**src/hw/rtl/mfi_pkg.sv**
```systemverilog
package mfi_pkg;

    // number format and network limits
    localparam int DATA_W     = 16;
    localparam int FRAC_BITS  = 12;
    localparam int MAX_LAYERS = 4;
    localparam int MAX_NODES  = 16;
    localparam int IDX_W      = 4;
    localparam int CNT_W      = 5;
    localparam int LAY_W      = 2;

    // shared unit widths
    localparam int OPND_W = DATA_W + 1;
    localparam int PROD_W = 2 * OPND_W;
    localparam int ACC_W  = 40;
    localparam int QUO_W  = FRAC_BITS - 1;

    localparam logic [DATA_W-1:0] ACT_ONE  = DATA_W'(1 << FRAC_BITS);
    localparam logic [DATA_W-1:0] ACT_HALF = DATA_W'(1 << (FRAC_BITS - 1));

    // opcodes
    localparam logic [2:0] OP_WEIGHT  = 3'd0;
    localparam logic [2:0] OP_BIAS    = 3'd1;
    localparam logic [2:0] OP_INPUT   = 3'd2;
    localparam logic [2:0] OP_TARGET  = 3'd3;
    localparam logic [2:0] OP_COMPUTE = 3'd4;
    localparam logic [2:0] OP_COST    = 3'd5;

    // register indexes
    localparam logic [2:0] REG_LAYER_COUNT = 3'd0;
    localparam logic [2:0] REG_INPUT_WIDTH = 3'd1;
    localparam logic [2:0] REG_WIDTH_ONE   = 3'd2;
    localparam logic [2:0] REG_WIDTH_TWO   = 3'd3;
    localparam logic [2:0] REG_WIDTH_THREE = 3'd4;
    localparam logic [2:0] REG_WIDTH_FOUR  = 3'd5;

    localparam logic RK_ELEMENT = 1'b0;
    localparam logic RK_COST    = 1'b1;

    typedef struct packed {
        logic [2:0]               opcode;
        logic [1:0]               layer_sel;
        logic [3:0]               row_sel;
        logic [3:0]               col_sel;
        logic signed [DATA_W-1:0] value;
        logic                     run_all;
        logic [2:0]               layers_to_run;
    } t_in_item;

    typedef struct packed {
        logic                     result_kind;
        logic [3:0]               element_index;
        logic signed [DATA_W-1:0] element_value;
        logic [31:0]              total_cost;
        logic                     last;
    } t_out_item;

    // sequencer to shared unit
    typedef struct packed {
        logic acc_clr;
        logic mul_en;
        logic act_start;
    } t_unit_ctl;

    // shared unit to sequencer
    typedef struct packed {
        logic mac_busy;
        logic act_busy;
    } t_unit_sts;

endpackage

```
**src/hw/rtl/mfi_unit.sv**
```systemverilog
module mfi_unit (
    input  logic                                    i_clk,
    input  logic                                    i_rst_n,
    input  mfi_pkg::t_unit_ctl                      i_ctl,
    input  logic signed [mfi_pkg::OPND_W-1:0]       i_op_a,
    input  logic signed [mfi_pkg::OPND_W-1:0]       i_op_b,
    input  logic signed [mfi_pkg::DATA_W-1:0]       i_bias,
    output mfi_pkg::t_unit_sts                      o_sts,
    output logic signed [mfi_pkg::ACC_W-1:0]        o_acc,
    output logic signed [mfi_pkg::DATA_W-1:0]       o_y
);
    import mfi_pkg::*;

    localparam int SUM_W = ACC_W - FRAC_BITS + 1;
    localparam int MAG_W = DATA_W + 1;

    logic signed [PROD_W-1:0] r_prod;
    logic                     r_prod_v;
    logic signed [ACC_W-1:0]  r_acc;
    logic [MAG_W-1:0]         r_rem;
    logic [MAG_W-1:0]         r_den;
    logic [QUO_W-1:0]         r_q;
    logic                     r_neg;
    logic [3:0]               r_cnt;

    logic signed [ACC_W-1:0]  w_shr;
    logic signed [SUM_W-1:0]  w_sum;
    logic signed [DATA_W-1:0] w_x;
    logic [MAG_W-1:0]         w_mag;
    logic [MAG_W:0]           w_trial;
    logic                     w_fit;

    // floor shift, bias add, saturate to data width
    always_comb begin
        w_shr = r_acc >>> FRAC_BITS;
        w_sum = SUM_W'(w_shr) + SUM_W'(i_bias);
        if (w_sum > SUM_W'(signed'({1'b0, {(DATA_W-1){1'b1}}}))) begin
            w_x = {1'b0, {(DATA_W-1){1'b1}}};
        end else if (w_sum < -SUM_W'(signed'({1'b0, {(DATA_W-1){1'b1}}})) - SUM_W'(1)) begin
            w_x = {1'b1, {(DATA_W-1){1'b0}}};
        end else begin
            w_x = w_sum[DATA_W-1:0];
        end
        w_mag = w_x[DATA_W-1] ? MAG_W'(-MAG_W'(w_x)) : MAG_W'(w_x);
    end

    // restoring divide step: one quotient bit per cycle
    assign w_trial = {r_rem, 1'b0};
    assign w_fit   = (w_trial >= {1'b0, r_den});

    // multiply then accumulate, a register after the product
    always_ff @(posedge i_clk) begin
        if (!i_rst_n) begin
            r_prod_v <= 1'b0;
        end else begin
            r_prod_v <= i_ctl.mul_en;
        end
        r_prod <= i_op_a * i_op_b;
        if (i_ctl.acc_clr) begin
            r_acc <= '0;
        end else if (r_prod_v) begin
            r_acc <= r_acc + ACC_W'(r_prod);
        end
    end

    // squash: q = half*|x| / (one+|x|), starting with the high part of the dividend
    always_ff @(posedge i_clk) begin
        if (!i_rst_n) begin
            r_cnt <= '0;
        end else if (i_ctl.act_start) begin
            r_cnt <= 4'(QUO_W);
        end else if (r_cnt != '0) begin
            r_cnt <= r_cnt - 4'd1;
        end
        if (i_ctl.act_start) begin
            r_rem <= w_mag;
            r_den <= MAG_W'(ACT_ONE) + w_mag;
            r_neg <= w_x[DATA_W-1];
            r_q   <= '0;
        end else if (r_cnt != '0) begin
            r_rem <= w_fit ? MAG_W'(w_trial - {1'b0, r_den}) : w_trial[MAG_W-1:0];
            r_q   <= {r_q[QUO_W-2:0], w_fit};
        end
    end

    assign o_y = r_neg ? signed'(ACT_HALF - DATA_W'(r_q)) : signed'(ACT_HALF + DATA_W'(r_q));
    assign o_acc = r_acc;
    assign o_sts.mac_busy = r_prod_v;
    assign o_sts.act_busy = (r_cnt != '0);

endmodule

```
**config.mk**
```make
export PLATFORM = sky130hd
export DESIGN_NAME = mfi_unit
export DESIGN_NICKNAME = d
export VERILOG_FILES = /design/src/hw/rtl/mfi_pkg.sv /design/src/hw/rtl/mfi_unit.sv
export SDC_FILE = /design/constraint.sdc
export NUM_CORES = 1
export LEC_CHECK = 0
export BUFFER_PORTS_ARGS = -buffer_cell sky130_fd_sc_hd__buf_2
export CAP_MARGIN = 0
export CELL_PAD_IN_SITES_DETAIL_PLACEMENT = 1
export CELL_PAD_IN_SITES_GLOBAL_PLACEMENT = 2
export CORE_MARGIN = 2
export CORE_UTILIZATION = 24
export DETAILED_ROUTE_END_ITERATION = 8
export GPL_TIMING_DRIVEN = 0
export PLACE_DENSITY = 0.54
export RECOVER_POWER = 100
export SYNTH_ARGS = -nofsm -noshare
export SYNTH_HDL_FRONTEND = slang
export SYNTH_SLANG_ARGS = --single-unit
```
**constraint.sdc**
```tcl
create_clock -name i_clk -period 9.7 [get_ports i_clk]
set_clock_uncertainty 0.1 [all_clocks]
set_input_delay 0.97 -clock i_clk [delete_from_list [all_inputs] [get_ports i_clk]]
set_output_delay 0.97 -clock i_clk [all_outputs]
set_load 0.05 [all_outputs]
```
==> flow_summary.yaml <==
outcome:
  status: "finished, final reports clean"
logic_synthesis:
  postSynthCellCount: 2278
  synthFlopType: "dfxtp_1"
  synth-seq-area-share_pct: 14.27
  synth_top_area_share_pct: 29.94
  yosysTopAreaCell: "fa_1"
  yosysUniqueCellTypes: 79
  async_flop_share_pct: 0
  ys_ff_latch: 125
  synth_edf_count: 35
  netlist_area_mm2: 0.01999
  synth.avg_cell_area_um2: 8.777
  yosys-top-cells-area: "fa_1, ha_1, dfxtp_1, inv_1, edfxtp_1"
  ys_warn_count: 0
timing:
  tightestPinTransition_ns: 1.252
  finalSetupViolCount: 0
  rsz0062_at_grt: "false"
  period_share_pct: 81.98
  period_minus_slack_ns: 7.952
  fmax_mhz: 125.8
  hold_violations: 0
  max-slew-margin-rel_pct: 16.54
  maxSlewViolCount: 0
  setup_tns_ns: 0
critical_path:
  reg2regPathDepth: 25
  critPathCaptureType: "flop"
  cp_max_fo: 10
  rr_startpoint: "o_acc[12]"
  crit_start: "i_op_b[3]"
  r2r-end: "r_rem[14]"
  reg2reg_slack_ns: 2.64
  startpoint_type: "input port"
  critPathRequiredTime_ns: 9.93
  crit_type: "input port to flop"
  crit_arrival_ns: 8.18
die:
  die_area_mm2: 0.08564
  die_y_um: 292.6
  rows: 105
  core_area_mm2: 0.08224
  ioPinCount: 113
  start_util_pct: 24.31
  die_w_um: 292.6
detailed_routing:
  firstDrtPassIters: 4
  viasPerCell: 4.407
  drt_iter0_markers: 455
  dr_total_vias: 15375
  wire_per_inst_um: 17.81
  wl_um: 62130
  ant_nets: 0
  route.detailed.drc: 0
finish:
  num-fill-cells: 9689
  num_antenna_cells: 0
  drive_gt1_share_pct: 4.961
  final_nets: 2931
  syn_to_final_growth_pct: 11.88
  final_cells: 3489
clock_network:
  htreeDepth: 4
  ctsRootBufferMaster: "clkbuf_16"
  postCtsHoldBufs: 0
  cts_resized: 0
  clk_latency_ns: 0.45
  clk_pin_slew_ns: 0.07
  cts_setup_buffers: 0
  cts_sinks: 125
  cts_tree: "yes"
  cts_made_buffers: 17
  clk_path_buf_depth: 2
grt:
  grt_pass1_wl_um: 99000
  grt_max_degree: 22
  gr-usage-met1_pct: 19.09
  grt_overflow: 0
  antenna_found_initial: 0
  grtUsageTotal_pct: 14.85
  grtUsageMet3_pct: 1.389
  grt_pass1_vias: 17397
  top_usage_layer: "met2"
  grt_util_met2_pct: 26.46
worst_hold_path:
  holdCritPathClass: "flop to flop"
  min_path_cells: 2
  holdCritStartpoint: "r_q[10]"
  min_to: "r_q[10]"
placed_design:
  gp_congestion: 0.8396
  placedCellCount: 3457
  dp_hpwl_um: 54340
  port-buffer-count: 105
job:
  maxCapViolCount: 0
[Yosys cell counts (all sizes together), types with 10 or more instances]
| master | count |
|---|---|
| edfxtp | 35 |
| nor3 | 24 |
| nor2b | 14 |
| o21bai | 10 |
| nand2 | 249 |
| inv | 407 |
| buf | 20 |
| nor2 | 144 |
| a211oi | 20 |
| clkbuf | 54 |
| mux2i | 41 |
| a21boi | 12 |
| nand3 | 20 |
| a21o | 53 |
| nand4 | 12 |
| xnor2 | 85 |
| and2 | 136 |
| o21ai | 72 |
| o21a | 27 |
| nand2b | 27 |
| a21oi | 107 |
| ha | 171 |
| dfxtp | 90 |
| xor2 | 36 |
| fa | 299 |
[cell families (layout without fill, tap and decap cells)]
logic type	after synthesis	count (layout)	synth area share, %
and+or+nand+nor	669	669	16.16
xor gates and xnor gates	121	121	5.300
DFF	125	125	14.27
AOI/OAI and AO/OA	361	361	11.83
other	1	5	0.01876
muxes	50	50	2.559
adders and majority gates	470	470	40.64
buffers and inverters	481	618	9.218
[worst max-delay path, stage by stage]
cell and delay, ns:
clkbuf_1 0.38, clkbuf_1 0.58, nand2_1 0.16, fa_1 0.59, fa_1 0.46, fa_1 0.49
fa_1 0.55, inv_1 0.07, fa_1 0.53, inv_1 0.05, fa_1 0.52, inv_1 0.05
ha_1 0.34, a21o_1 0.19, a21oi_1 0.18, o21ai_0 0.15, nor2_1 0.14, o31a_1 0.18
o21ai_0 0.12, o21a_1 0.20, o21bai_1 0.17, a21oi_1 0.16, a211oi_1 0.46, o21ai_0 0.17
a21oi_1 0.21, xnor2_1 0.09
[metrics by stage]
stage / area [um2] / utilization, % / setup slack (ns) / hold WS [ns]
after floorplan: 20010 / - / 2.779 / 0.3573
after global placement: 21870 / 26.60 / 1.260 / 0.3848
after detailed placement: 21870 / 26.60 / 1.275 / 0.3988
after CTS: 22480 / 27.33 / 1.727 / 0.4088
after global routing: 22370 / 27.20 / 1.248 / 0.4328
final: 22370 / 27.20 / 1.748 / 0.4011
[registers in the layout, summed over array words and instances (netlist names)]
register  cells
o_acc        40
r_prod       34
r_den        17
r_rem        17
r_q          11
r_cnt         4
r_neg         1
r_prod_v      1
[per-layer routing]
layer | routed length [um] | share of wire, %
met2 | 30190 | 49
met3 | 1353 | 2.2
met5 | 0 | 0
met1 | 29090 | 47
met4 | 1501 | 2.4
[cells in the final DEF, fill, tap and decap left out, types with 10 or more instances in the layout]
master	n
a211oi_1	20
a21boi_0	12
a21o_1	53
a21oi_1	106
and2_1	131
buf_2	52
clkbuf_1	117
clkbuf_16	19
dfxtp_1	90
edfxtp_1	35
fa_1	299
ha_1	171
inv_1	407
mux2i_1	41
nand2_1	249
nand2b_1	27
nand3_1	20
nand4_1	12
nor2_1	144
nor2b_1	14
nor3_1	24
o21a_1	27
o21ai_0	68
o21bai_1	10
xnor2_1	85
xor2_1	36
[layout make-up]
type | count | area [um2] | area share (%)
buffer | 74 | 314.1 | 1.404
clock buffer | 20 | 489.2 | 2.187
clock inverter | 12 | 116.4 | 0.5202
inverter | 407 | 1528 | 6.830
multi-input combinational | 1676 | 15280 | 68.30
sequential | 125 | 2853 | 12.75
tap | 1070 | 1339 | 5.985
timing repair buffer | 105 | 451.7 | 2.019
[worst max path at each step]
stage	end	slack, ns
CTS	r_prod[33]	1.73
global route	r_prod[33]	1.25
detailed placement	r_prod[33]	1.28
global placement	r_prod[33]	1.26
finish	r_prod[33]	1.75
floorplan	r_prod[33]	2.78
Power is left out: the tool's default activity adds up to more than one toggle a clock period on the data nets, which glitch-free logic cannot reach.
