<file path="config.mk">
export PLATFORM = sky130hd
export DESIGN_NAME = mfi_ram
export DESIGN_NICKNAME = d
export VERILOG_FILES = /design/src/hw/rtl/mfi_ram.sv
export SDC_FILE = /design/constraint.sdc
export NUM_CORES = 1
export LEC_CHECK = 0
export BUFFER_PORTS_ARGS = -buffer_cell sky130_fd_sc_hd__buf_2
export CORE_MARGIN = 3
export CORE_UTILIZATION = 30
export CTS_CLUSTER_DIAMETER = 150
export DETAILED_ROUTE_END_ITERATION = 10
export GPL_ROUTABILITY_DRIVEN = 0
export PLACE_DENSITY = 0.49
export SYNTH_ARGS = -nofsm -noshare
export SYNTH_HDL_FRONTEND = slang
export SYNTH_SLANG_ARGS = --single-unit
</file>
<file path="constraint.sdc">
create_clock -name i_clk -period 2.8 [get_ports i_clk]
set_clock_uncertainty 0.15 [all_clocks]
set_input_delay 0.56 -clock i_clk [delete_from_list [all_inputs] [get_ports i_clk]]
set_output_delay 0.56 -clock i_clk [all_outputs]
set_load 0.01 [all_outputs]
</file>
<file path="src/hw/rtl/mfi_ram.sv">
module mfi_ram #(
    parameter int WIDTH = 16,
    parameter int DEPTH = 16
) (
    input  logic                     i_clk,
    input  logic                     i_we,
    input  logic [$clog2(DEPTH)-1:0] i_waddr,
    input  logic [WIDTH-1:0]         i_wdata,
    input  logic [$clog2(DEPTH)-1:0] i_raddr,
    output logic [WIDTH-1:0]         o_rdata
);

    logic [WIDTH-1:0] r_mem [DEPTH];
    logic [WIDTH-1:0] r_rdata;

    // one write port, one registered read port
    always_ff @(posedge i_clk) begin
        if (i_we) begin
            r_mem[i_waddr] <= i_wdata;
        end
        r_rdata <= r_mem[i_raddr];
    end

    assign o_rdata = r_rdata;

endmodule

</file>
==> run_summary.xml, run 1 <==
<?xml version="1.0" encoding="UTF-8"?>
<metrics>
  <group name="clock_tree">
    <metric name="cts_made_buffers" unit="">29</metric>
    <metric name="post_cts.resized_instances" unit="">0</metric>
    <metric name="tritoncts_num_sinks" unit="">272</metric>
    <metric name="cts_hold_repair.buffers" unit="">0</metric>
    <metric name="max-clock-path-buffers" unit="">3</metric>
    <metric name="cts.htree.levels" unit="">1</metric>
    <metric name="clock_tree_root_buffer_cell" unit="">sky130_fd_sc_hd__clkbuf_16</metric>
    <metric name="cts_tree" unit="">built</metric>
    <metric name="clock_insertion_delay_worst_skew" unit="ps">540</metric>
    <metric name="cts_setup_buffers" unit="">0</metric>
    <metric name="path_clk_slew" unit="ps">60</metric>
  </group>
  <group name="logic_synthesis">
    <metric name="syn_area" unit="sq um">10000</metric>
    <metric name="synth_top_family_by_area" unit="">multiplexers</metric>
    <metric name="flip_flop_and_latch_count_after_synthesis" unit="">272</metric>
    <metric name="synth.largest_area_cell" unit="">sky130_fd_sc_hd__edfxtp_1</metric>
    <metric name="syn_area_per_cell" unit="sq um">23.2</metric>
    <metric name="synth.lib_cells_used.distinct" unit="">19</metric>
    <metric name="synth_compound_area_share" unit="%">2.39</metric>
    <metric name="synth_warnings" unit="">0</metric>
    <metric name="synthCells" unit="">432</metric>
    <metric name="synth_top_area_share" unit="%">76.5</metric>
    <metric name="synth_fp_nets" unit="">458</metric>
    <metric name="synth_sequential_area_ratio" unit="%">79.7</metric>
    <metric name="synth_adder_area_share" unit="%">0</metric>
    <metric name="top_cells_by_area_synth" unit="">sky130_fd_sc_hd__edfxtp_1 77%, sky130_fd_sc_hd__mux4_2 12%, sky130_fd_sc_hd__dfxtp_1 3.2%</metric>
    <metric name="synthXorXnorAreaFrac" unit="%">0</metric>
    <metric name="synth_simple_gate_area_share" unit="%">1.92</metric>
    <metric name="yosys-mux-area-fraction" unit="%">14.7</metric>
  </group>
  <group name="power_and_ir_drop">
    <metric name="power.density" unit="nW/um^2">721</metric>
    <metric name="power_frac_seq" unit="%">53.5</metric>
    <metric name="intPower" unit="mW">6.83</metric>
    <metric name="p_leak" unit="nW">3.83</metric>
    <metric name="power.ir.vdd_worst" unit="mV">0.376</metric>
    <metric name="switching_power" unit="mW">1.72</metric>
    <metric name="power_frac_clock" unit="%">41.6</metric>
    <metric name="swShare" unit="%">20.1</metric>
    <metric name="combPwrFrac" unit="%">4.8</metric>
  </group>
  <group name="sta">
    <metric name="report.final.setup_viol" unit="">0</metric>
    <metric name="fmax" unit="MHz">573</metric>
    <metric name="worst_hold_slack" unit="ps">246</metric>
    <metric name="finalWorstPathRequiredPeriod" unit="ps">1750</metric>
    <metric name="setup_slack" unit="ps">1050</metric>
    <metric name="hold_violations" unit="">0</metric>
    <metric name="worst_pin_slew" unit="ps">1090</metric>
    <metric name="rsz0062_at_grt" unit="">false</metric>
    <metric name="fin_setup_tns" unit="ps">0</metric>
    <metric name="relSlewSlack" unit="%">27.2</metric>
    <metric name="layout_worst_path_cycle_share" unit="%">62.4</metric>
    <metric name="slew_viol_final" unit="">0</metric>
  </group>
  <group name="floorplanning">
    <metric name="die_area" unit="sq um">35700</metric>
    <metric name="core_region_area" unit="sq um">32800</metric>
    <metric name="floorplan.io_pins" unit="">42</metric>
    <metric name="die-height" unit="um">189</metric>
    <metric name="rows" unit="">66</metric>
    <metric name="initial_utilization" unit="%">30.6</metric>
    <metric name="die-width" unit="um">189</metric>
  </group>
  <group name="finish">
    <metric name="final.fill_count" unit="">3049</metric>
    <metric name="area_delta_synth_final" unit="%">18.2</metric>
    <metric name="area.sequential" unit="sq um">8010</metric>
    <metric name="drive_above_1_share" unit="%">34.2</metric>
    <metric name="most-common-layout-cells" unit="">256 x sky130_fd_sc_hd__edfxtp_1, 54 x sky130_fd_sc_hd__mux4_2, 40 x sky130_fd_sc_hd__buf_2</metric>
    <metric name="layout_commonest_cell" unit="">sky130_fd_sc_hd__edfxtp_1</metric>
    <metric name="antenna_diode_count" unit="">0</metric>
    <metric name="nets" unit="">535</metric>
    <metric name="multi_input_comb_area" unit="sq um">1970</metric>
  </group>
  <group name="global_route">
    <metric name="first_global_vias" unit="">5004</metric>
    <metric name="grt_antenna_before_repair" unit="">0</metric>
    <metric name="grt_pass1_wl" unit="um">32700</metric>
    <metric name="largest_net_degree_at_the_start_of_global_routing" unit="">65</metric>
    <metric name="overflow" unit="">0</metric>
    <metric name="grt_usage" unit="%">12.3</metric>
  </group>
  <group name="worst_setup_path">
    <metric name="cp_top_family" unit="">flip-flops</metric>
    <metric name="largest_fanout_on_the_critical_path" unit="">1</metric>
    <metric name="critPathSlowestCell" unit="">sky130_fd_sc_hd__dfxtp_1</metric>
    <metric name="worst-setup-path-type" unit="">reg -&gt; out</metric>
    <metric name="cp-end-kind" unit="">output pin</metric>
    <metric name="crit_chain" unit="">buf_2</metric>
    <metric name="critical_path_required" unit="ps">2090</metric>
    <metric name="timing.critical_path.from_type" unit="">register</metric>
    <metric name="worstPathBufferInverterCount" unit="">1</metric>
    <metric name="crit_path_max_incr_delay" unit="ps">360</metric>
    <metric name="cp_data_arrival_time" unit="ps">1040</metric>
  </group>
  <group name="drt">
    <metric name="finalWirelength" unit="um">21700</metric>
    <metric name="drt.antenna.violating_nets" unit="">0</metric>
    <metric name="via_per_inst" unit="">4.73</metric>
    <metric name="remaining_drc_errors" unit="">0</metric>
    <metric name="vias" unit="">4597</metric>
    <metric name="dr_iter_0_viols" unit="">363</metric>
    <metric name="firstDrtPassIters" unit="">4</metric>
    <metric name="wire_per_inst" unit="um">22.3</metric>
  </group>
  <group name="min_path">
    <metric name="worstHoldPathType" unit="">in -&gt; reg</metric>
  </group>
  <group name="place">
    <metric name="port_bufs" unit="">41</metric>
    <metric name="preCtsSetupSlack" unit="ps">508</metric>
    <metric name="dp_wirelength" unit="um">12100</metric>
  </group>
  <group name="flow_run">
    <metric name="max_cap_violations" unit="">0</metric>
  </group>
  <group name="status">
    <metric name="outcome" unit="">complete, no violations</metric>
  </group>
</metrics>
-- per-layer routing --
| layer | vias to the layer above | share of wire, % | routed length (um) | GRT usage (%) |
|---|---|---|---|---|
| li1 | 1994 | - | - | - |
| met1 | 2443 | 45 | 9830 | 18.1 |
| met2 | 123 | 46 | 10100 | 18.9 |
| met3 | 37 | 5.9 | 1270 | 2.07 |
| met4 | 0 | 2.3 | 500 | 3.41 |
| met5 | - | 0 | 0 | 0 |
-- per-stage QoR --
stage	power, mW	area, sq um	instances	util [%]
2_1_floorplan	4.89	10000	432	-
6_report	8.55	11900	972	36.2
5_1_grt	8.90	11900	972	36.2
3_3_place_gp	5.08	11000	920	33.5
4_1_cts	8.69	11900	972	36.2
3_5_place_dp	5.09	11000	920	33.5
-- sequential cells by signal (all words and copies together) (netlist names) --
signal / flops
r_mem: 256
o_rdata: 16
-- synthesized netlist by cell type --
cell type,number
sky130_fd_sc_hd__a22oi_1,32
sky130_fd_sc_hd__and2_1,1
sky130_fd_sc_hd__buf_1,3
sky130_fd_sc_hd__buf_2,3
sky130_fd_sc_hd__buf_4,3
sky130_fd_sc_hd__buf_6,4
sky130_fd_sc_hd__clkbuf_1,8
sky130_fd_sc_hd__dfxtp_1,16
sky130_fd_sc_hd__edfxtp_1,256
sky130_fd_sc_hd__mux4_1,10
sky130_fd_sc_hd__mux4_2,54
sky130_fd_sc_hd__nand2_1,17
sky130_fd_sc_hd__nand2b_1,2
sky130_fd_sc_hd__nand3_1,1
sky130_fd_sc_hd__nand3b_1,2
sky130_fd_sc_hd__nor2_1,13
sky130_fd_sc_hd__nor2b_1,2
sky130_fd_sc_hd__nor3_1,4
sky130_fd_sc_hd__or3b_2,1
-- kinds of logic (layout without fill, tap and decap cells) --
logic type             after synthesis  count (layout)
muxes                               64              64
and+or+nand+nor                     43              43
buffers and inverters               21             119
AOI/OAI and AO/OA                   32              32
DFF                                272             272
-- cell type report --
class | count | area share [%]
sequential | 272 | 67.5
clock buffer | 38 | 6.48
multi-input combinational | 139 | 16.6
clock inverter | 14 | 1.00
tap | 442 | 4.66
timing repair buffer | 67 | 3.82
-- final timing paths --
kind	from	endpoint	slack [ps]	cells past startpoint
setup reg to reg	r_mem[2][1]	o_rdata[1]	1280	3
hold reg to reg	r_mem[15][3]	o_rdata[3]	520	3
hold / removal	i_wdata[11]	r_mem[12][11]	250	1
setup / recovery	o_rdata[10]	o_rdata[10]	1050	1
-- power by group through the flow --
stage               combinational (mW)  sequential [mW]  clock (mW)
global placement                 0.417             4.66           0
global route                     0.455             4.59        3.86
finish                           0.415             4.58        3.56
floorplan                        0.222             4.67           0
detailed placement               0.426             4.67           0
CTS                              0.427             4.58        3.68
Power figures use the tool's default switching activity.
==> run 2: changes to the inputs <==
- PLACE_DENSITY: 0.49 -> 0.48
- clock period: 2.8 -> 1.8 ns (I/O delays scaled with it)
==> run_summary.xml, run 2 (same netlist as run 1, synthesis figures left out) <==
<?xml version="1.0" encoding="UTF-8"?>
<metrics>
  <group name="status">
    <metric name="outcome" unit="">complete, no violations</metric>
  </group>
  <group name="worst_setup_path">
    <metric name="critical_path_required" unit="ps">1290</metric>
    <metric name="cp_top_family" unit="">flip-flops</metric>
    <metric name="setup.reg_to_reg.worst_slack" unit="ps">320</metric>
    <metric name="crit_chain" unit="">buf_2</metric>
    <metric name="crit_path_max_incr_delay" unit="ps">380</metric>
    <metric name="cp_data_arrival_time" unit="ps">1070</metric>
    <metric name="worstPathBufferInverterCount" unit="">1</metric>
    <metric name="worst-setup-path-type" unit="">reg -&gt; out</metric>
    <metric name="largest_fanout_on_the_critical_path" unit="">1</metric>
    <metric name="critPathSlowestCell" unit="">sky130_fd_sc_hd__dfxtp_1</metric>
    <metric name="crit-reg2reg-launch" unit="">r_mem[2][5]</metric>
    <metric name="cp-end-kind" unit="">output pin</metric>
    <metric name="timing.critical_path.from_type" unit="">register</metric>
    <metric name="rr_endpoint" unit="">o_rdata[5]</metric>
    <metric name="r2r_depth" unit="">3</metric>
  </group>
  <group name="power_and_ir_drop">
    <metric name="intPower" unit="mW">10.5</metric>
    <metric name="p_total" unit="mW">13.2</metric>
    <metric name="power.ir.vdd_worst" unit="mV">0.599</metric>
    <metric name="swShare" unit="%">20.6</metric>
    <metric name="power_frac_clock" unit="%">40.7</metric>
    <metric name="power.density" unit="nW/um^2">1080</metric>
    <metric name="combPwrFrac" unit="%">5.5</metric>
    <metric name="p_leak" unit="nW">3.99</metric>
    <metric name="switching_power" unit="mW">2.73</metric>
    <metric name="power_frac_seq" unit="%">53.9</metric>
  </group>
  <group name="sta">
    <metric name="layout_worst_path_cycle_share" unit="%">87.9</metric>
    <metric name="fmax" unit="MHz">632</metric>
    <metric name="worst_pin_slew" unit="ps">799</metric>
    <metric name="hold_violations" unit="">0</metric>
    <metric name="worst_hold_slack" unit="ps">51.8</metric>
    <metric name="slew_viol_final" unit="">0</metric>
    <metric name="setup_slack" unit="ps">218</metric>
    <metric name="report.final.setup_viol" unit="">0</metric>
    <metric name="relSlewSlack" unit="%">46.5</metric>
    <metric name="finalWorstPathRequiredPeriod" unit="ps">1580</metric>
    <metric name="rsz0062_at_grt" unit="">false</metric>
    <metric name="fin_setup_tns" unit="ps">0</metric>
  </group>
  <group name="clock_tree">
    <metric name="clock_insertion_delay_worst_skew" unit="ps">530</metric>
    <metric name="tritoncts_num_sinks" unit="">272</metric>
    <metric name="cts.htree.levels" unit="">1</metric>
    <metric name="cts_hold_repair.buffers" unit="">0</metric>
    <metric name="post_cts.resized_instances" unit="">0</metric>
    <metric name="clock_tree_root_buffer_cell" unit="">sky130_fd_sc_hd__clkbuf_16</metric>
    <metric name="cts_made_buffers" unit="">29</metric>
    <metric name="cts_tree" unit="">built</metric>
    <metric name="path_clk_slew" unit="ps">60</metric>
    <metric name="max-clock-path-buffers" unit="">3</metric>
    <metric name="cts_setup_buffers" unit="">0</metric>
  </group>
  <group name="floorplanning">
    <metric name="initial_utilization" unit="%">30.6</metric>
    <metric name="floorplan.io_pins" unit="">42</metric>
    <metric name="rows" unit="">66</metric>
    <metric name="die_area" unit="sq um">35700</metric>
    <metric name="core_region_area" unit="sq um">32800</metric>
    <metric name="die-width" unit="um">189</metric>
    <metric name="die-height" unit="um">189</metric>
  </group>
  <group name="finish">
    <metric name="area_delta_synth_final" unit="%">21.9</metric>
    <metric name="final.fill_count" unit="">3001</metric>
    <metric name="postLayoutCellArea" unit="sq um">12200</metric>
    <metric name="most-common-layout-cells" unit="">256 x sky130_fd_sc_hd__edfxtp_1, 54 x sky130_fd_sc_hd__mux4_2, 40 x sky130_fd_sc_hd__buf_2</metric>
    <metric name="register_with_the_highest_flop_count" unit="">r_mem</metric>
    <metric name="largest_register_ffs" unit="">256</metric>
    <metric name="nets" unit="">557</metric>
    <metric name="layout_commonest_cell" unit="">sky130_fd_sc_hd__edfxtp_1</metric>
    <metric name="drive_above_1_share" unit="%">36.7</metric>
  </group>
  <group name="place">
    <metric name="placed_cell_area" unit="sq um">11400</metric>
    <metric name="preCtsSetupSlack" unit="ps">-203</metric>
    <metric name="port_bufs" unit="">41</metric>
    <metric name="dp_wirelength" unit="um">13000</metric>
  </group>
  <group name="drt">
    <metric name="firstDrtPassIters" unit="">4</metric>
    <metric name="remaining_drc_errors" unit="">0</metric>
    <metric name="dr_iter_0_viols" unit="">339</metric>
    <metric name="vias" unit="">4654</metric>
    <metric name="finalWirelength" unit="um">22900</metric>
    <metric name="via_per_inst" unit="">4.67</metric>
    <metric name="drt.antenna.violating_nets" unit="">0</metric>
    <metric name="wire_per_inst" unit="um">23.0</metric>
  </group>
  <group name="global_route">
    <metric name="largest_net_degree_at_the_start_of_global_routing" unit="">34</metric>
    <metric name="grt_antenna_before_repair" unit="">1</metric>
    <metric name="grt_usage" unit="%">13.0</metric>
    <metric name="first_global_vias" unit="">5154</metric>
    <metric name="overflow" unit="">0</metric>
    <metric name="grt_pass1_wl" unit="um">34000</metric>
  </group>
  <group name="min_path">
    <metric name="startpoint_of_the_most_critical_hold_path" unit="">i_wdata[12]</metric>
    <metric name="worstHoldPathType" unit="">in -&gt; reg</metric>
    <metric name="hold_end" unit="">r_mem[15][12]</metric>
    <metric name="hold_depth" unit="">1</metric>
  </group>
  <group name="flow_run">
    <metric name="max_cap_violations" unit="">0</metric>
  </group>
</metrics>
-- run 2: cell count changes in the layout (fill, tap and decap cells not counted), sizes merged --
cell / before / now
buf: 67 / 89
bufinv: 2 / 1
clkbuf: 38 / 36
clkinv: 11 / 16
clkinvlp: 1 / 0
diode: 0 / 1
-- run 2: worst max-delay path by stage --
stage | start | depth (start not counted) | to
6_report | o_rdata[8] | 1 | o_rdata[8]
5_1_grt | o_rdata[8] | 1 | o_rdata[8]
4_1_cts | o_rdata[8] | 1 | o_rdata[8]
3_5_place_dp | i_raddr[0] | 5 | o_rdata[5]
3_3_place_gp | i_raddr[0] | 5 | o_rdata[5]
2_1_floorplan | i_waddr[2] | 2 | r_mem[1][0]
-- run 2: power by group through the flow --
stage | registers [mW] | clock network [mW] | logic (mW)
3_5_place_dp | 7.26 | 0 | 0.740
2_1_floorplan | 7.26 | 0 | 0.350
3_3_place_gp | 7.25 | 0 | 0.724
5_1_grt | 7.14 | 5.78 | 0.788
4_1_cts | 7.13 | 5.53 | 0.742
6_report | 7.12 | 5.37 | 0.721
-- run 2: cell type report --
class	instances	area (sq um)	share of cell area, %
sequential	272	8010	65.4
clock inverter	17	104	0.848
tap	442	553	4.52
timing repair buffer	89	831	6.79
clock buffer	36	752	6.14
multi-input combinational	139	1990	16.3
antenna	1	2.50	0.0204
-- run 2: stage by stage --
stage | instances | util (%)
after floorplan | 432 | -
after global placement | 942 | 34.7
after detailed placement | 942 | 34.7
after CTS | 995 | 37.3
after global routing | 995 | 37.3
final | 996 | 37.3
-- run 2: layer usage --
layer	GRT usage, %	vias to the layer above	wire length [um]
met3	2.37	39	1640
met1	17.5	2438	9540
met5	0	-	0
li1	-	2041	-
met4	3.55	0	506
met2	21.7	136	11300
-- run 2: worst reg2reg max path, delay by kind of cell (launching register included) --
kind,cells,cell delay [ps]
AO/OA/AOI/OAI,1,300
flip-flops,1,370
multiplexers,1,470
AND/OR/NAND/NOR,1,80
